==> config.mk <==
export PLATFORM = sky130hd
export DESIGN_NAME = serial_command_stepper_positioner
export DESIGN_NICKNAME = d
export VERILOG_FILES = /design/src/rtl/scsp_pkg.sv /design/src/rtl/scsp_sequencer.sv /design/src/rtl/scsp_datapath.sv /design/src/rtl/serial_command_stepper_positioner.sv
export SDC_FILE = /design/constraint.sdc
export NUM_CORES = 1
export LEC_CHECK = 0
export ABC_CLOCK_PERIOD_IN_PS = 8000
export BUFFER_PORTS_ARGS = -buffer_cell sky130_fd_sc_hd__buf_2
export CAP_MARGIN = 10
export CORE_ASPECT_RATIO = 0.75
export CORE_MARGIN = 5
export CORE_UTILIZATION = 47
export DETAILED_ROUTE_END_ITERATION = 10
export PLACE_DENSITY = 0.67
export SLEW_MARGIN = 0
export SYNTH_ARGS = -nofsm -noshare
export SYNTH_HDL_FRONTEND = slang
export SYNTH_HIERARCHICAL = 1
export SYNTH_SLANG_ARGS = --single-unit
==> constraint.sdc <==
create_clock -name clk -period 8 [get_ports clk]
set_input_delay 1.6 -clock clk [delete_from_list [all_inputs] [get_ports clk]]
set_output_delay 1.6 -clock clk [all_outputs]
set_load 0.02 [all_outputs]
==> src/rtl/scsp_pkg.sv <==
// Shared types and constants for the serial command stepper positioner.
// Holds control word layout, op and jump codes, event codes and characters.
// No dependencies.
`default_nettype none

package scsp_pkg;

	localparam int CMD_DEPTH_DEF = 10;

	// datapath operations
	localparam logic [3:0] OP_IDLE   = 4'd0;
	localparam logic [3:0] OP_NOP    = 4'd1;
	localparam logic [3:0] OP_SELCMD = 4'd2;
	localparam logic [3:0] OP_SKIP   = 4'd3;
	localparam logic [3:0] OP_SIGN   = 4'd4;
	localparam logic [3:0] OP_DIGIT  = 4'd5;
	localparam logic [3:0] OP_FINISH = 4'd6;
	localparam logic [3:0] OP_MULT   = 4'd7;
	localparam logic [3:0] OP_EMIT   = 4'd8;
	localparam logic [3:0] OP_ERR    = 4'd9;
	localparam logic [3:0] OP_TICK   = 4'd10;
	localparam logic [3:0] OP_COLON  = 4'd11;
	localparam logic [3:0] OP_STORE  = 4'd12;

	// jump conditions
	localparam logic [3:0] C_NEVER  = 4'd0;
	localparam logic [3:0] C_ALWAYS = 4'd1;
	localparam logic [3:0] C_TICK   = 4'd2;
	localparam logic [3:0] C_COLON  = 4'd3;
	localparam logic [3:0] C_NOTCR  = 4'd4;
	localparam logic [3:0] C_END    = 4'd5;
	localparam logic [3:0] C_NOTPT  = 4'd6;
	localparam logic [3:0] C_BLANK  = 4'd7;
	localparam logic [3:0] C_DIGIT  = 4'd8;
	localparam logic [3:0] C_BUSY   = 4'd9;

	localparam int PC_W = 5;

	// result kinds
	localparam logic [1:0] EV_TARGET = 2'd0;
	localparam logic [1:0] EV_PERIOD = 2'd1;
	localparam logic [1:0] EV_ERROR  = 2'd2;
	localparam logic [1:0] EV_TICK   = 2'd3;

	localparam logic [7:0] CH_COLON = 8'h3A;
	localparam logic [7:0] CH_CR    = 8'h0D;
	localparam logic [7:0] CH_P     = 8'h50;
	localparam logic [7:0] CH_T     = 8'h54;
	localparam logic [7:0] CH_PLUS  = 8'h2B;
	localparam logic [7:0] CH_MINUS = 8'h2D;
	localparam logic [7:0] CH_ZERO  = 8'h30;
	localparam logic [7:0] CH_NINE  = 8'h39;
	localparam logic [7:0] CH_SPACE = 8'h20;
	localparam logic [7:0] CH_TAB   = 8'h09;

	localparam logic [15:0] PERIOD_RST = 16'd1000;
	localparam logic [12:0] CMP_SCALE  = 13'd6250;

	typedef struct packed {
		logic [3:0]      op;
		logic [3:0]      cond;
		logic [PC_W-1:0] target;
	} scsp_ctrl_t;

	typedef struct packed {
		logic tick;
		logic colon;
		logic not_cr;
		logic at_end;
		logic not_pt;
		logic blank;
		logic digit;
		logic busy;
	} scsp_flags_t;

endpackage

`default_nettype wire

==> src/rtl/scsp_sequencer.sv <==
// Microprogram sequencer: step counter, control store and jump logic.
// Depends on scsp_pkg for control word layout and op/condition codes.
`default_nettype none

module scsp_sequencer
	import scsp_pkg::*;
(
	input  wire         clk,
	input  wire         arst_n,
	input  wire         start,
	input  scsp_flags_t flags,
	output scsp_ctrl_t  ctrl
);

	localparam logic [PC_W-1:0] A_IDLE   = 5'd0;
	localparam logic [PC_W-1:0] A_ENTRY  = 5'd1;
	localparam logic [PC_W-1:0] A_SKIP   = 5'd7;
	localparam logic [PC_W-1:0] A_DIGIT  = 5'd9;
	localparam logic [PC_W-1:0] A_EMIT   = 5'd12;
	localparam logic [PC_W-1:0] A_ERR    = 5'd14;
	localparam logic [PC_W-1:0] A_TICK   = 5'd15;
	localparam logic [PC_W-1:0] A_COLON  = 5'd16;
	localparam logic [PC_W-1:0] A_STORE  = 5'd17;

	function automatic scsp_ctrl_t rom_word(input logic [PC_W-1:0] a);
		scsp_ctrl_t w;
		w = '{op: OP_IDLE, cond: C_ALWAYS, target: A_IDLE};
		case (a)
			5'd0:  w = '{op: OP_IDLE,   cond: C_ALWAYS, target: A_IDLE};
			5'd1:  w = '{op: OP_NOP,    cond: C_TICK,   target: A_TICK};
			5'd2:  w = '{op: OP_NOP,    cond: C_COLON,  target: A_COLON};
			5'd3:  w = '{op: OP_NOP,    cond: C_NOTCR,  target: A_STORE};
			// carriage return: run the stored command
			5'd4:  w = '{op: OP_NOP,    cond: C_END,    target: A_ERR};
			5'd5:  w = '{op: OP_SELCMD, cond: C_NOTPT,  target: A_ERR};
			5'd6:  w = '{op: OP_NOP,    cond: C_END,    target: A_ERR};
			5'd7:  w = '{op: OP_SKIP,   cond: C_BLANK,  target: A_SKIP};
			5'd8:  w = '{op: OP_SIGN,   cond: C_NEVER,  target: A_IDLE};
			5'd9:  w = '{op: OP_DIGIT,  cond: C_DIGIT,  target: A_DIGIT};
			5'd10: w = '{op: OP_FINISH, cond: C_NEVER,  target: A_IDLE};
			5'd11: w = '{op: OP_MULT,   cond: C_NEVER,  target: A_IDLE};
			5'd12: w = '{op: OP_EMIT,   cond: C_BUSY,   target: A_EMIT};
			5'd13: w = '{op: OP_NOP,    cond: C_ALWAYS, target: A_IDLE};
			5'd14: w = '{op: OP_ERR,    cond: C_ALWAYS, target: A_EMIT};
			5'd15: w = '{op: OP_TICK,   cond: C_ALWAYS, target: A_EMIT};
			5'd16: w = '{op: OP_COLON,  cond: C_ALWAYS, target: A_IDLE};
			5'd17: w = '{op: OP_STORE,  cond: C_ALWAYS, target: A_IDLE};
			default: w = '{op: OP_IDLE, cond: C_ALWAYS, target: A_IDLE};
		endcase
		return w;
	endfunction

	logic [PC_W-1:0] pc_q;
	logic            take;

	assign ctrl = rom_word(pc_q);

	always_comb begin
		case (ctrl.cond)
			C_NEVER:  take = 1'b0;
			C_ALWAYS: take = 1'b1;
			C_TICK:   take = flags.tick;
			C_COLON:  take = flags.colon;
			C_NOTCR:  take = flags.not_cr;
			C_END:    take = flags.at_end;
			C_NOTPT:  take = flags.not_pt;
			C_BLANK:  take = flags.blank;
			C_DIGIT:  take = flags.digit;
			C_BUSY:   take = flags.busy;
			default:  take = 1'b0;
		endcase
	end

	always_ff @(posedge clk or negedge arst_n) begin
		if (!arst_n) begin
			pc_q <= A_IDLE;
		end else if (start) begin
			pc_q <= A_ENTRY;
		end else if (take) begin
			pc_q <= ctrl.target;
		end else begin
			pc_q <= pc_q + 5'd1;
		end
	end

	a_start_from_idle: assert property (@(posedge clk) disable iff (!arst_n)
		start |-> ctrl.op == OP_IDLE)
		else $error("item accepted while sequencer busy");

	a_entry_after_start: assert property (@(posedge clk) disable iff (!arst_n)
		start |=> pc_q == A_ENTRY)
		else $error("sequencer did not enter program after accept");

	a_emit_hold: assert property (@(posedge clk) disable iff (!arst_n)
		(ctrl.op == OP_EMIT && flags.busy) |=> ctrl.op == OP_EMIT)
		else $error("emit step left while output full");

endmodule

`default_nettype wire

==> src/rtl/scsp_datapath.sv <==
// Datapath: item latch, command buffer, number parser registers, motion
// state and output register. Driven by the control word of scsp_sequencer.
// Depends on scsp_pkg.
`default_nettype none

module scsp_datapath
	import scsp_pkg::*;
#(
	parameter int CMD_DEPTH = CMD_DEPTH_DEF
) (
	input  wire         clk,
	input  wire         arst_n,
	input  wire         start,
	input  wire         in_func,
	input  wire  [7:0]  in_byte,
	input  scsp_ctrl_t  ctrl,
	output scsp_flags_t flags,
	output logic        out_valid,
	input  wire         out_ready,
	output logic [1:0]  out_kind,
	output logic [71:0] out_data
);

	localparam int IDX_W = $clog2(CMD_DEPTH + 1);

	logic [7:0]       buf_q [CMD_DEPTH];
	logic [IDX_W-1:0] idx_q;
	logic [IDX_W-1:0] rd_q;
	logic             func_q;
	logic [7:0]       byte_q;
	logic [15:0]      acc_q;
	logic             neg_q;
	logic             is_t_q;
	logic [15:0]      val_q;
	logic [15:0]      cmp_q;
	logic [1:0]       ev_q;
	logic             moved_q;
	logic [15:0]      tgt_q;
	logic [15:0]      cur_q;
	logic [15:0]      period_q;
	logic             step_q;
	logic             dir_q;

	logic             out_valid_q;
	logic [1:0]       out_kind_q;
	logic [71:0]      out_data_q;

	logic [7:0]       ch;
	logic             at_end;
	logic             is_blank;
	logic             is_digit;
	logic [15:0]      val_next;
	logic [28:0]      prod;
	logic             busy;

	always_comb begin
		ch = 8'd0;
		for (int k = 0; k < CMD_DEPTH; k++) begin
			if (rd_q == IDX_W'(k)) ch = buf_q[k];
		end
	end

	// read position past the live text or on a zero byte ends the text
	assign at_end   = (rd_q >= idx_q) || (ch == 8'd0);
	assign is_blank = (ch == CH_SPACE) || ((ch >= CH_TAB) && (ch <= CH_CR));
	assign is_digit = (ch >= CH_ZERO) && (ch <= CH_NINE);
	assign val_next = neg_q ? (16'd0 - acc_q) : acc_q;
	assign prod     = 29'(period_q) * 29'(CMP_SCALE);
	assign busy     = out_valid_q && !out_ready;

	always_comb begin
		flags.tick   = func_q;
		flags.colon  = (byte_q == CH_COLON);
		flags.not_cr = (byte_q != CH_CR);
		flags.at_end = at_end;
		flags.not_pt = (ch != CH_P) && (ch != CH_T);
		flags.blank  = !at_end && is_blank;
		flags.digit  = !at_end && is_digit;
		flags.busy   = busy;
	end

	// work registers, no reset needed
	always_ff @(posedge clk) begin
		if (start) begin
			func_q <= in_func;
			byte_q <= in_byte;
			rd_q   <= '0;
			acc_q  <= 16'd0;
			neg_q  <= 1'b0;
		end
		case (ctrl.op)
			OP_SELCMD: begin
				is_t_q <= (ch == CH_T);
				rd_q   <= rd_q + IDX_W'(1);
			end
			OP_SKIP: begin
				if (!at_end && is_blank) rd_q <= rd_q + IDX_W'(1);
			end
			OP_SIGN: begin
				if (!at_end && (ch == CH_PLUS || ch == CH_MINUS)) begin
					neg_q <= (ch == CH_MINUS);
					rd_q  <= rd_q + IDX_W'(1);
				end
			end
			OP_DIGIT: begin
				if (!at_end && is_digit) begin
					acc_q <= (acc_q << 3) + (acc_q << 1) + {12'd0, ch[3:0]};
					rd_q  <= rd_q + IDX_W'(1);
				end
			end
			OP_FINISH: begin
				val_q   <= val_next;
				ev_q    <= is_t_q ? EV_PERIOD : EV_TARGET;
				moved_q <= 1'b0;
			end
			OP_MULT: begin
				cmp_q <= is_t_q ? prod[15:0] : 16'd0;
			end
			OP_ERR: begin
				val_q   <= 16'd0;
				cmp_q   <= 16'd0;
				ev_q    <= EV_ERROR;
				moved_q <= 1'b0;
			end
			OP_TICK: begin
				val_q   <= 16'd0;
				cmp_q   <= 16'd0;
				ev_q    <= EV_TICK;
				moved_q <= (cur_q != tgt_q);
			end
			OP_STORE: begin
				if (idx_q < IDX_W'(CMD_DEPTH)) begin
					for (int k = 0; k < CMD_DEPTH; k++) begin
						if (idx_q == IDX_W'(k)) buf_q[k] <= byte_q;
					end
				end
			end
			default: begin
			end
		endcase
	end

	always_ff @(posedge clk or negedge arst_n) begin
		if (!arst_n) begin
			idx_q    <= '0;
			tgt_q    <= 16'd0;
			cur_q    <= 16'd0;
			period_q <= PERIOD_RST;
			step_q   <= 1'b0;
			dir_q    <= 1'b0;
		end else begin
			case (ctrl.op)
				OP_COLON: idx_q <= '0;
				OP_STORE: begin
					if (idx_q < IDX_W'(CMD_DEPTH)) idx_q <= idx_q + IDX_W'(1);
				end
				OP_FINISH: begin
					if (is_t_q) period_q <= val_next;
					else tgt_q <= val_next;
				end
				OP_TICK: begin
					if (cur_q != tgt_q) begin
						if ($signed(tgt_q) < $signed(cur_q)) begin
							dir_q <= 1'b0;
							cur_q <= cur_q - 16'd1;
						end else begin
							dir_q <= 1'b1;
							cur_q <= cur_q + 16'd1;
						end
						step_q <= ~step_q;
					end else begin
						step_q <= 1'b0;
					end
				end
				default: begin
				end
			endcase
		end
	end

	always_ff @(posedge clk or negedge arst_n) begin
		if (!arst_n) begin
			out_valid_q <= 1'b0;
		end else if (ctrl.op == OP_EMIT && !busy) begin
			out_valid_q <= 1'b1;
		end else if (out_ready) begin
			out_valid_q <= 1'b0;
		end
	end

	always_ff @(posedge clk) begin
		if (ctrl.op == OP_EMIT && !busy) begin
			out_kind_q <= ev_q;
			out_data_q <= {5'd0, moved_q, tgt_q, cur_q, dir_q, step_q, cmp_q, val_q};
		end
	end

	assign out_valid = out_valid_q;
	assign out_kind  = out_kind_q;
	assign out_data  = out_data_q;

	a_pos_one_step: assert property (@(posedge clk) disable iff (!arst_n)
		(cur_q != $past(cur_q)) |->
		((cur_q - $past(cur_q)) == 16'd1 || (cur_q - $past(cur_q)) == 16'hFFFF))
		else $error("position moved by more than one step");

	a_idx_bound: assert property (@(posedge clk) disable iff (!arst_n)
		idx_q <= IDX_W'(CMD_DEPTH))
		else $error("command index past buffer depth");

	a_load_from_emit: assert property (@(posedge clk) disable iff (!arst_n)
		$rose(out_valid_q) |-> $past(ctrl.op == OP_EMIT))
		else $error("output loaded outside emit step");

	a_moving_is_tick: assert property (@(posedge clk) disable iff (!arst_n)
		(out_valid_q && out_data_q[66]) |-> out_kind_q == EV_TICK)
		else $error("moving flag on a non-tick transaction");

endmodule

`default_nettype wire

==> src/rtl/serial_command_stepper_positioner.sv <==
// Top level of the serial command stepper positioner.
// Instantiates scsp_sequencer and scsp_datapath; depends on scsp_pkg.
//
// channel  | dir | handshake         | payload
// ---------+-----+-------------------+-------------------------------------------
// s_       | in  | s_tvalid/s_tready | s_tuser: func; s_tdata: rx_byte
// m_       | out | m_tvalid/m_tready | m_tuser: event_res; m_tdata: see port list
//
// Processing: after an item is accepted, s_tready stays low until the microprogram is back
// in its idle step; for a carriage return it parses the stored command (error exits sooner),
// walking the command buffer one character a step.
// Reset: asynchronous, clears index, positions, lines and sets the period to 1000.
// Stalls: the program waits in its emit step while the output register is still full.
`default_nettype none

module serial_command_stepper_positioner
	import scsp_pkg::*;
#(
	parameter int CMD_DEPTH = CMD_DEPTH_DEF
) (
	input  wire         clk,
	input  wire         arst_n,
	input  wire         s_tvalid,
	output logic        s_tready,
	input  wire  [7:0]  s_tdata,   // [7:0] rx_byte
	input  wire  [0:0]  s_tuser,   // [0] func
	output logic        m_tvalid,
	input  wire         m_tready,
	output logic [71:0] m_tdata,   // [15:0] parsed_value, [31:16] compare_value,
	                               // [32] step_level, [33] direction, [49:34] position,
	                               // [65:50] goal, [66] moving, [71:67] zero
	output logic [1:0]  m_tuser    // [1:0] event_res
);

	scsp_ctrl_t  ctrl;
	scsp_flags_t flags;
	logic        start;

	assign s_tready = (ctrl.op == OP_IDLE);
	assign start    = s_tvalid && s_tready;

	scsp_sequencer u_seq (
		.clk    (clk),
		.arst_n (arst_n),
		.start  (start),
		.flags  (flags),
		.ctrl   (ctrl)
	);

	scsp_datapath #(
		.CMD_DEPTH (CMD_DEPTH)
	) u_dp (
		.clk       (clk),
		.arst_n    (arst_n),
		.start     (start),
		.in_func   (s_tuser[0]),
		.in_byte   (s_tdata),
		.ctrl      (ctrl),
		.flags     (flags),
		.out_valid (m_tvalid),
		.out_ready (m_tready),
		.out_kind  (m_tuser),
		.out_data  (m_tdata)
	);

endmodule

`default_nettype wire

## Word-level counts from Yosys, hierarchy flattened

Memories as Yosys holds them, arrays and structs flattened.
Cells that the tools add are included.

- Flip-flop bits (word level): 195
- Memory bits (writable): 80
- Memory bits (read-only): 416
- Input bits: 13
- Output and inout bits: 76
- Word-level logic and storage cells: 233
- Memories: 2

- $add $sub $neg: 8
- Multipliers: 1
- Order comparisons: 7
- Eq/ne operators: 48
- Multiplexer cells: 105
- Bitwise operators: 2
- Reduce and logical (&&, ||, !) cells: 40

Memories:

| memory | depth | bits a word | read ports | clocked after memory_dff | write ports | line | RTL |
|---|---|---|---|---|---|---|---|
| (no name shown) | 32 | 13 | 1 | 0 | 0 | scsp_sequencer.sv:28 | `case (a)` |
| u_dp.buf_q | 10 | 8 | 10 | 0 | 1 | scsp_datapath.sv:26 | `logic [7:0] buf_q [CMD_DEPTH];` |

Operators by type and width:

| operator | count |
|---|---|
| 2-to-1 mux 8 bit | 19 |
| 2-to-1 mux 16 bit | 6 |
| OR reduction 8 bit | 9 |
| equality test 4 x 3 -> 1 bit (second input constant) | 16 |
| one-hot mux 16 bit (2 select lines) | 2 |
| 2-to-1 mux 1 bit | 57 |
| 2-to-1 mux 4 bit | 14 |
| equality test 4 bit (second input constant) | 11 |
| equality test 4 x 2 -> 1 bit (second input constant) | 8 |
| equality test 8 x 6 -> 1 bit (second input constant) | 4 |
| adder 16 x 1 -> 16 bit (second input constant) | 1 |
| adder 16 bit | 1 |
| adder 16 x 4 -> 16 bit | 1 |
| less-than comparator 16 bit | 1 |
| multiplier 16 x 12 -> 15 bit (second input constant) | 1 |
| != test 16 bit | 1 |
| != test 8 x 7 -> 1 bit (second input constant) | 2 |
| one-hot mux 4 bit (4 select lines) | 1 |
| subtractor 1 x 16 -> 16 bit (first input constant) | 1 |
| subtractor 16 x 1 -> 16 bit (second input constant) | 1 |
| equality test 4 x 1 -> 1 bit (second input constant) | 3 |
| logical NOT 4 bit | 3 |
| 2-to-1 mux 5 bit | 2 |
| nonzero test 2 bit | 5 |
| 23 further kinds | 41 |

## Longest topological paths before layout

Gate-level depths: netlist of the first run.

- Depth after elaboration: 18
- Mapped depth: 23
- Depth with buffers taken out: 21

## By module

The synthesis of the first run kept the hierarchy.

Modules (own cells, without submodules):

| module | instances | cells an instance | area each (um^2) | sequential area each (um^2) |
|---|---|---|---|---|
| scsp_datapath | 1 | 1157 | 13746.9 | 7544.7 |
| scsp_sequencer | 1 | 90 | 757.0 | 125.1 |
| serial_command_stepper_positioner | 1 | 2 | 18.8 | 0.0 |

## Least setup slack after synthesis of the first run

OpenSTA, ideal clock, no wires.

- Path kind: input port to flip-flop
- From: input port m_tready
- To: register u_dp.out_data_q[0], in the netlist u_dp/out_data[0], enable pin
- Setup time: 0.662 ns
- Arrival: 8.086 ns
- Data required time: 7.338 ns
- Slack: -0.748 ns
- Stages on the path: 2
- Buffers on the path: 0
- Cell sequence: nor2b_1 -> nor4_1

- Cells in the longest elaborated chain, start to end: 4

RTL lines:

| element | line | RTL |
|---|---|---|
| start, declared | serial_command_stepper_positioner.sv:28 | `input wire m_tready,` |
| logical NOT 1 bit | scsp_datapath.sv:69 | `assign busy = out_valid_q && !out_ready;` |
| logical AND 1 bit | scsp_datapath.sv:69 |  |
| logical NOT 1 bit | scsp_datapath.sv:192 | `if (ctrl.op == OP_EMIT && !busy) begin` |
| logical AND 1 bit | scsp_datapath.sv:192 |  |
| end signal, assigned | scsp_datapath.sv:194 | `out_data_q <= {5'd0, moved_q, tgt_q, cur_q, dir_q, step_q, cmp_q, val_q};` |
| end, declared | scsp_datapath.sv:46 | `logic [71:0] out_data_q;` |

No other way between the ends.
A chain may end at the register's enable or synchronous reset.

## Worst setup path in the final report of the first run

- From: register u_dp.rd_q[0]
- To: register u_dp.acc_q[14]

- Cells in the longest elaborated chain, start to end: 17
- Elaborated cells between the ends (all ways): 31
- Those cells by class: 1 x add/sub; 3 x order compare; 9 x eq/ne; 12 x mux; 6 x reduce/logical

RTL lines:

| element | line | RTL |
|---|---|---|
| start, declared | scsp_datapath.sv:28 | `logic [IDX_W-1:0] rd_q;` |
| start signal, assigned | scsp_datapath.sv:94 | `rd_q <= rd_q + IDX_W'(1);` |
| start signal, assigned | scsp_datapath.sv:97 | `if (!at_end && is_blank) rd_q <= rd_q + IDX_W'(1);` |
| start signal, assigned | scsp_datapath.sv:102 | `rd_q <= rd_q + IDX_W'(1);` |
| branches (longest 15 deep; another with adder 16 x 4 -> 16 bit) | n/a |  |
| 2-to-1 mux 16 bit * | scsp_datapath.sv:106 | `if (!at_end && is_digit) begin` |
| 2-to-1 mux 16 bit * | scsp_datapath.sv:91 | `case (ctrl.op)` |
| end signal, assigned | scsp_datapath.sv:107 | `acc_q <= (acc_q << 3) + (acc_q << 1) + {12'd0, ch[3:0]};` |
| end, declared | scsp_datapath.sv:31 | `logic [15:0] acc_q;` |

Mark *: on every way between the ends.

==> run_results.csv, run 1 <==
group,metric,value,unit
status,status,"finished, final reports clean",
die,core-area,30350,µm²
worst_setup_path,crit_path_top_delay_cell,"ha_1",
worst_setup_path,r2r_slack,2580,ps
global_route,grt_pass1_wl,51940,µm
worst_setup_path,required,8440,ps
placed_design,placed_cells,1694,
drt,drt_iter0_markers,718,
placed_design,placed_cell_area,15250,µm²
drt,drc,0,
synth,yosysWarnings,6,
hold_path,hold_class,"flop to flop",
sta,slew_violations,0,
finish,register_area,7670,µm²
worst_setup_path,cpPeakStageDelay,630,ps
die,dieHeight,162.2,µm
die,dieArea,34530,µm²
power_and_ir_drop,p_int,3.503,mW
placed_design,dp_hpwl,23900,µm
worst_setup_path,cp_max_fo,20,
finish,layout_common_cells,"edfxtp_1 (192), ha_1 (129), inv_1 (105)",
sta,worst_pin_slew,1128,ps
power_and_ir_drop,vdd_drop_max,0.0002774,V
cts,cts_hold_buf,0,
finish,fin_cells,1746,
power_and_ir_drop,comb_power_share,41.4,%
power_and_ir_drop,p_switching,2.216,mW
sta,slew_headroom,24.83,%
power_and_ir_drop,p_sw_share,38.75,%
power_and_ir_drop,leakage,6.904,nW
finish,final_area,16150,µm²
global_route,track_usage,18.83,%
global_route,grt-ovfl-total,0,
hold_path,min-delay-start,"u_dp/val_q[8]",
sta,rsz0062_at_grt,"no",
sta,fin_setup_tns,0,ps
drt,vias_per_cell,5.501,
cts,tritoncts,"yes",
finish,num-nets-final,1492,
worst_setup_path,end_kind,"flop",
hold_path,hold_end,"u_dp/out_data[8]",
global_route,grt_max_degree,68,
worst_setup_path,regToRegEndpoint,"u_dp/acc_q[14]",
drt,wl_per_cell,18.75,µm
cts,post_cts_resized,0,
sta,post-route-min-period,5421,ps
drt,num_vias,9605,
worst_setup_path,r2r_cells,21,
power_and_ir_drop,power.density,354.1,nW/µm²
finish,drive_gt1_share,12.55,%
cts,clock_sinks,272,
synth,synthesis.area,14520,µm²
cts,path_clk_slew,70,ps
placed_design,gp_congestion,0.9261,
power_and_ir_drop,seq_power_share,36.3,%
power_and_ir_drop,clockPowerShare,22.3,%
sta,hold_viol,0,
drt,firstDrtPassIters,5,
flow_run,cap_viol_max_count,0,
hold_path,min_path_cells,0,
worst_setup_path,crit_type,"flop to flop",
cts,cts_root_buf,"clkbuf_16",
worst_setup_path,r2r-start,"u_dp/rd_q[0]",
worst_setup_path,worst-path-buf-inv,3,
finish,nFillCells,2580,
worst_setup_path,start_kind,"flop",
cts,htreeDepth,1,
worst_setup_path,path_delay_family,"compound AO/OA/AOI/OAI gates",
die,start_util,47.83,%
worst_setup_path,critPathArrivalTime,5860,ps
finish,syn2layout_area_growth,11.29,%
die,die_w,212.9,µm
placed_design,io_buffers,82,
cts,cts_made_buffers,28,
global_route,antenna_found_initial,0,
drt,ant_nets,0,
cts,post_cts_buffers,0,
sta,fin_crit_sh,67.76,%
sta,skew,12.49,ps
global_route,grt_pass1_vias,9236,
die,io_pins,89,
worst_setup_path,worstPathCellList,"inv_1 > ha_1 > inv_1 > o21a_1 > o21ai_1 > a211oi_1 > a211oi_2 > inv_2 > ha_1 > ha_1 > fa_1 > a21o_1 > a21o_1 > a21o_1 > a21oi_1 > nor2_1 > o21ai_0 > a21oi_1 > o41ai_1 > xor2_1 > o21ai_1",
cts,cts.path.max_buffers,3,
finish,multiInputGateArea,6202,µm²
finish,layout_commonest_cell,"edfxtp_1",
synth,syn_inst,1247,
sta,max_freq,184.5,MHz
sta,setup-violations-final,0,
cts,clk_latency,550,ps
finish,n_antenna_cell,0,
drt,routed_wl,32740,µm
synth,avgSynthCellArea,11.64,µm²
die,rows,55,
## area by class of cell
| class | instances | area share [%] |
|---|---|---|
| Multi-Input combinational cell | 825 | 38.39 |
| Inverter | 108 | 2.509 |
| Timing Repair Buffer | 91 | 3.005 |
| Clock inverter | 15 | 0.8675 |
| Clock buffer | 36 | 4.655 |
| Sequential cell | 272 | 47.48 |
| Tap cell | 399 | 3.090 |
## power groups by stage
stage	clock [mW]	combinational, mW	sequential [mW]
4_1_cts	1.30	2.37	2.07
6_report	1.28	2.37	2.07
5_1_grt	1.36	2.67	2.10
3_5_place_dp	0	2.36	2.10
2_1_floorplan	0	1.86	2.05
3_3_place_gp	0	2.29	2.09
## metal layers
layer	vias up	track usage [%]	part of all wire, %
met5	-	0	0
met4	0	2.995	1.0
met3	33	3.611	6.7
met2	274	25.75	41
met1	4656	31.21	51
li1	4642	-	-
## worst reg2reg max path, delay by kind of cell, from the launching register on
family / cells / cell delay, ps
adder cells (fa/ha/maj): 4 / 1590
AO/OA/AOI/OAI: 12 / 2450
AND/OR/NAND/NOR: 1 / 70
XOR/XNOR: 1 / 190
flip-flops: 1 / 350
buffers and inverters: 3 / 640
## per-stage QoR
stage	utilization (%)	power, mW	setup slack (ps)	hold WS (ps)
CTS	53.18	5.739	2676	419.5
global placement	50.24	4.380	2786	401.5
finish	53.23	5.720	2579	417.9
detailed placement	50.24	4.455	2736	404.5
global route	53.23	6.138	2291	425.5
floorplan	-	3.906	2137	400.3
## state kept, by name, summed over array words and instances (netlist names)
| name | count |
|---|---|
| u_seq/pc_q | 5 |
| u_dp/acc_q | 16 |
| u_dp/tgt_q | 16 |
| u_dp/rd_q | 4 |
| u_dp/step_q | 1 |
| u_dp/byte_q | 8 |
| u_dp/moved_q | 1 |
| u_dp/out_valid | 1 |
| u_dp/val_q | 16 |
| u_dp/buf_q | 80 |
| u_dp/dir_q | 1 |
| u_dp/out_kind | 2 |
| u_dp/is_t_q | 1 |
| u_dp/neg_q | 1 |
| u_dp/func_q | 1 |
| u_dp/cmp_q | 15 |
| u_dp/ev_q | 2 |
| u_dp/period_q | 15 |
| u_dp/out_data | 66 |
| u_dp/idx_q | 4 |
| u_dp/cur_q | 16 |
## how the worst max path moves through the flow
| stage | from | end | cells after the start |
|---|---|---|---|
| 2_1_floorplan | m_tready | u_dp/out_data[0] | 2 |
| 3_3_place_gp | u_dp/rd_q[0] | u_dp/acc_q[15] | 18 |
| 3_5_place_dp | u_dp/rd_q[1] | u_dp/acc_q[14] | 20 |
| 4_1_cts | u_dp/rd_q[0] | u_dp/acc_q[14] | 21 |
| 5_1_grt | u_dp/rd_q[0] | u_dp/acc_q[14] | 21 |
| 6_report | u_dp/rd_q[0] | u_dp/acc_q[14] | 21 |
No activity file was read; power rests on OpenSTA's default activity.
==> run 2, diff against run 1 <==
ABC_CLOCK_PERIOD_IN_PS = 5400   (was 8000)
PLACE_DENSITY = not set   (was 0.67)
clock period = 5.4 ns   (was 8 ns; I/O delays follow)
==> run_results.csv, run 2 (same netlist as run 1, synthesis figures left out) <==
group,metric,value,unit
status,status,"finished, final reports clean",
global_route,busiest_layer,"met1",
finish,postLayoutCoreUtil,53.57,%
sta,hold_viol,0,
placed_design,gp_congestion,0.8997,
drt,vias_per_cell,5.439,
global_route,grt_max_degree,69,
worst_setup_path,crit_type,"flop to flop",
worst_setup_path,worstPathCellList,"inv_1 > ha_1 > inv_1 > nand2_1 > a22oi_1 > o311ai_2 > fa_1 > ha_1 > a21o_1 > a21o_1 > a2111oi_0 > o31ai_1 > o21ai_0 > nand2b_1 > a21oi_1 > o21ai_0 > xnor2_1 > o21ai_0",
global_route,track_usage,19.01,%
cts,clk_latency,550,ps
worst_setup_path,end_kind,"flop",
cts,htreeDepth,1,
worst_setup_path,start_kind,"flop",
finish,layout_commonest_cell,"edfxtp_1",
sta,hold_ws,417.3,ps
finish,largest_reg_flops,80,
worst_setup_path,critPathArrivalTime,5390,ps
worst_setup_path,path_delay_family,"compound AO/OA/AOI/OAI gates",
cts,post_cts_buffers,0,
sta,skew,11.03,ps
cts,path_clk_slew,60,ps
placed_design,dp_hpwl,23820,µm
finish,syn2layout_area_growth,12.00,%
finish,top_register,"u_dp/buf_q",
die,core-area,30350,µm²
power_and_ir_drop,clockPowerShare,23.6,%
placed_design,post-place-ws,393.2,ps
global_route,grt_use_met3,3.263,%
sta,max_freq,203.1,MHz
power_and_ir_drop,design_power_total,8.620,mW
cts,cts.path.max_buffers,3,
die,start_util,47.83,%
power_and_ir_drop,power.density,530.2,nW/µm²
worst_setup_path,cp_max_fo,11,
power_and_ir_drop,leakage,6.951,nW
flow_run,cap_viol_max_count,0,
die,dieHeight,162.2,µm
die,dieArea,34530,µm²
power_and_ir_drop,seq_power_share,35.5,%
worst_setup_path,critical_path_depth,18,
worst_setup_path,worst-path-buf-inv,2,
sta,rsz0062_at_grt,"no",
die,rows,55,
sta,post-route-min-period,4924,ps
hold_path,min_path_cells,0,
worst_setup_path,r2r_cells,18,
global_route,grt_pass1_vias,9114,
hold_path,hold_class,"flop to flop",
sta,fin_setup_tns,0,ps
sta,worst_pin_slew,1114,ps
global_route,antenna_found_initial,0,
power_and_ir_drop,p_sw_share,38.08,%
die,die_w,212.9,µm
global_route,grtUsageMet2,25.49,%
worst_setup_path,required,5870,ps
sta,fin_crit_sh,91.19,%
power_and_ir_drop,vdd_drop_max,0.0006834,V
sta,slew_violations,0,
worst_setup_path,cpMostUsedCell,"o21ai_0",
sta,slew_headroom,25.75,%
power_and_ir_drop,p_int,5.337,mW
worst_setup_path,r2r_slack,480,ps
placed_design,io_buffers,82,
sta,layout_setup_ws,475.7,ps
cts,cts_root_buf,"clkbuf_16",
drt,firstDrtPassIters,5,
drt,ant_nets,0,
finish,layout_common_cells,"edfxtp_1 (192), ha_1 (129), inv_1 (105)",
global_route,grt_pass1_wl,52100,µm
finish,drive_gt1_share,12.67,%
die,io_pins,89,
drt,num_vias,9512,
finish,n_antenna_cell,0,
power_and_ir_drop,comb_power_share,40.9,%
global_route,grtUsageMet1,32.02,%
cts,tritoncts,"yes",
finish,num-nets-final,1498,
worst_setup_path,cpPeakStageDelay,590,ps
drt,drc,0,
sta,setup-violations-final,0,
cts,clock_sinks,272,
drt,wl_per_cell,18.87,µm
power_and_ir_drop,p_switching,3.282,mW
drt,routed_wl,33000,µm
cts,cts_made_buffers,29,
worst_setup_path,crit_path_top_delay_cell,"a2111oi_0",
global_route,grt-ovfl-total,0,
drt,drt_iter0_markers,796,
-- run 2: final cells by class --
cell class	count	area, µm²
sequential	272	7670
tap	399	499.2
timing repair buffer	96	523.0
inverter	108	405.4
multi-input combinational	825	6205
fill	2568	14090
clock inverter	17	217.7
clock buffer	32	737.0
-- run 2: final timing paths --
| path | start | to |
|---|---|---|
| max | u_dp/rd_q[0] | u_dp/acc_q[15] |
| min | u_dp/val_q[13] | u_dp/out_data[13] |
| max reg2reg | u_dp/rd_q[0] | u_dp/acc_q[15] |
| min reg2reg | u_dp/val_q[13] | u_dp/out_data[13] |
| max in group asynchronous | arst_n | u_dp/out_valid |
| min in group asynchronous | arst_n | u_dp/period_q[13] |
-- run 2: power by group through the flow --
stage                     combinational [mW]  sequential (mW)  clock, mW
final                                   3.53             3.06       2.03
after global routing                    3.98             3.10       2.17
after CTS                               3.53             3.06       2.08
after detailed placement                3.52             3.10          0
after global placement                  3.46             3.10          0
after floorplan                         2.76             3.03          0
-- run 2: metal layers --
layer	part of all wire, %	vias up
met5	0	-
met1	52	4541
met4	1.4	0
li1	-	4654
met3	7.2	37
met2	39	280
-- run 2: through the flow --
stage / area, µm² / instances
after floorplan: 14550 / 1252
after global placement: 15280 / 1699
after detailed placement: 15280 / 1699
after CTS: 16240 / 1748
after global routing: 16260 / 1749
final: 16260 / 1749
-- run 2: timing repair --
action	in CTS	in global routing
gates resized for setup	0	1
endpoints found under the setup margin	0	1
hold buffers	0	0
==> run 3, diff against run 2 <==
CELL_PAD_IN_SITES_DETAIL_PLACEMENT = 1   (was not set)
CELL_PAD_IN_SITES_GLOBAL_PLACEMENT = 2   (was not set)
CORE_UTILIZATION = 42   (was 47)
PLACE_DENSITY_LB_ADDON = 0.1   (was not set)
==> run_results.csv, run 3 (same netlist as run 1, synthesis figures left out) <==
group,metric,value,unit
status,status,"finished, final reports clean",
worst_setup_path,crit_path_top_delay_cell,"dfxtp_1",
drt,drc,0,
placed_design,io_buffers,82,
cts,post_cts_buffers,0,
finish,n_antenna_cell,0,
worst_setup_path,start_kind,"flop",
drt,num_vias,9861,
cts,clock_sinks,272,
sta,fin_setup_tns,0,ps
sta,hold_viol,0,
drt,routed_wl,37900,µm
sta,max_freq,203.6,MHz
sta,rsz0062_at_grt,"no",
die,die_w,224.7,µm
worst_setup_path,end_kind,"flop",
worst_setup_path,required,5840,ps
die,rows,59,
flow_run,cap_viol_max_count,0,
placed_design,gp_congestion,0.8962,
drt,drt_iter0_markers,512,
power_and_ir_drop,design_power_total,8.857,mW
die,core-area,34400,µm²
global_route,grt_max_degree,69,
finish,top_register,"u_dp/buf_q",
power_and_ir_drop,power.density,540.5,nW/µm²
finish,num-nets-final,1503,
finish,largest_reg_flops,80,
sta,worst_pin_slew,1206,ps
sta,post-route-min-period,4912,ps
cts,tritoncts,"yes",
worst_setup_path,cpPeakStageDelay,410,ps
cts,cts_hold_buf,0,
drt,firstDrtPassIters,5,
cts,path_clk_slew,60,ps
finish,layout_common_cells,"edfxtp_1 (192), ha_1 (129), inv_1 (105)",
sta,skew,7.567,ps
cts,cts_made_buffers,29,
cts,cts_root_buf,"clkbuf_16",
global_route,grt_pass1_vias,10153,
worst_setup_path,critPathArrivalTime,5350,ps
cts,cts.path.max_buffers,3,
die,io_pins,89,
hold_path,hold_class,"flop to flop",
finish,drive_gt1_share,13.32,%
die,start_util,42.19,%
sta,slew_headroom,19.61,%
global_route,antenna_found_initial,0,
sta,setup-violations-final,0,
worst_setup_path,worstPathCellList,"inv_1 > ha_1 > buf_4 > nor4b_2 > o2bb2ai_1 > o21ai_1 > a211oi_1 > a211oi_2 > inv_2 > ha_1 > ha_1 > fa_1 > a21o_1 > a21o_1 > a21o_1 > a21oi_1 > nor2_1 > o21ai_0 > a21oi_1 > o41ai_1 > xor2_1 > o21ai_1",
cts,htreeDepth,1,
placed_design,dp_hpwl,28150,µm
power_and_ir_drop,vdd_drop_max,0.0004055,V
sta,fin_crit_sh,90.96,%
global_route,grt_pass1_wl,59360,µm
die,dieArea,38420,µm²
cts,clk_latency,550,ps
sta,slew_violations,0,
global_route,track_usage,19.69,%
worst_setup_path,crit_type,"flop to flop",
drt,ant_nets,0,
worst_setup_path,cp_max_fo,12,
cts,post_cts_resized,0,
global_route,grt-ovfl-total,0,
die,dieHeight,171.0,µm
finish,syn2layout_area_growth,12.89,%
power_and_ir_drop,leakage,6.990,nW
drt,vias_per_cell,5.430,
drt,wl_per_cell,20.87,µm
finish,layout_commonest_cell,"edfxtp_1",
-- run 3: cell type report --
| cell class | count | area (µm²) |
|---|---|---|
| Fill cell | 3689 | 18010 |
| Sequential cell | 272 | 7670 |
| Multi-Input combinational cell | 825 | 6210 |
| Clock buffer | 33 | 740.7 |
| Tap cell | 457 | 571.8 |
| Timing Repair Buffer | 101 | 553.0 |
| Inverter | 108 | 405.4 |
| Clock inverter | 20 | 235.2 |
-- run 3: final timing paths --
kind | from | to | slack [ps] | depth (start not counted)
min in group asynchronous | arst_n | u_dp/period_q[12] | 650 | 1
max in group asynchronous | arst_n | u_dp/tgt_q[14] | 3830 | 2
hold reg to reg | u_dp/cmp_q[12] | u_dp/out_data[28] | 420 | 0
setup / recovery | u_dp/rd_q[1] | u_dp/acc_q[14] | 490 | 22
hold / removal | u_dp/cmp_q[12] | u_dp/out_data[28] | 420 | 0
setup reg to reg | u_dp/rd_q[1] | u_dp/acc_q[14] | 490 | 22
-- run 3: through the flow --
| step | std cells | utilization, % | setup slack, ps | area (µm²) | hold WS, ps |
|---|---|---|---|---|---|
| finish | 1816 | 47.63 | 488.2 | 16390 | 419.8 |
| global route | 1816 | 47.63 | 68.38 | 16390 | 432.9 |
| CTS | 1816 | 47.61 | 369.0 | 16380 | 421.0 |
| detailed placement | 1763 | 44.77 | 382.1 | 15400 | 407.0 |
| global placement | 1763 | 44.77 | 578.3 | 15400 | 401.3 |
| floorplan | 1252 | - | 540.9 | 14550 | 400.3 |
-- run 3: worst max-delay path, delay by kind of cell (launching register included) --
family,cells,cell delay [ps]
compound gates,12,2260
fa+ha+maj,4,1120
buf+inv,3,450
flops,1,410
simple gates,2,350
xor+xnor,1,190
-- run 3: per-layer routing --
metal	GRT usage, %	wire, µm
met1	31.03	19710
met2	28.51	15740
met3	3.619	1778
met4	3.678	677
met5	0	0
-- run 3: power breakdown --
group | internal (mW) | leakage, nW | switching (mW) | total, mW
clock | 1.22 | 0.472 | 0.844 | 2.07
sequential | 2.71 | 2.69 | 0.388 | 3.10
combinational | 1.44 | 3.83 | 2.25 | 3.69
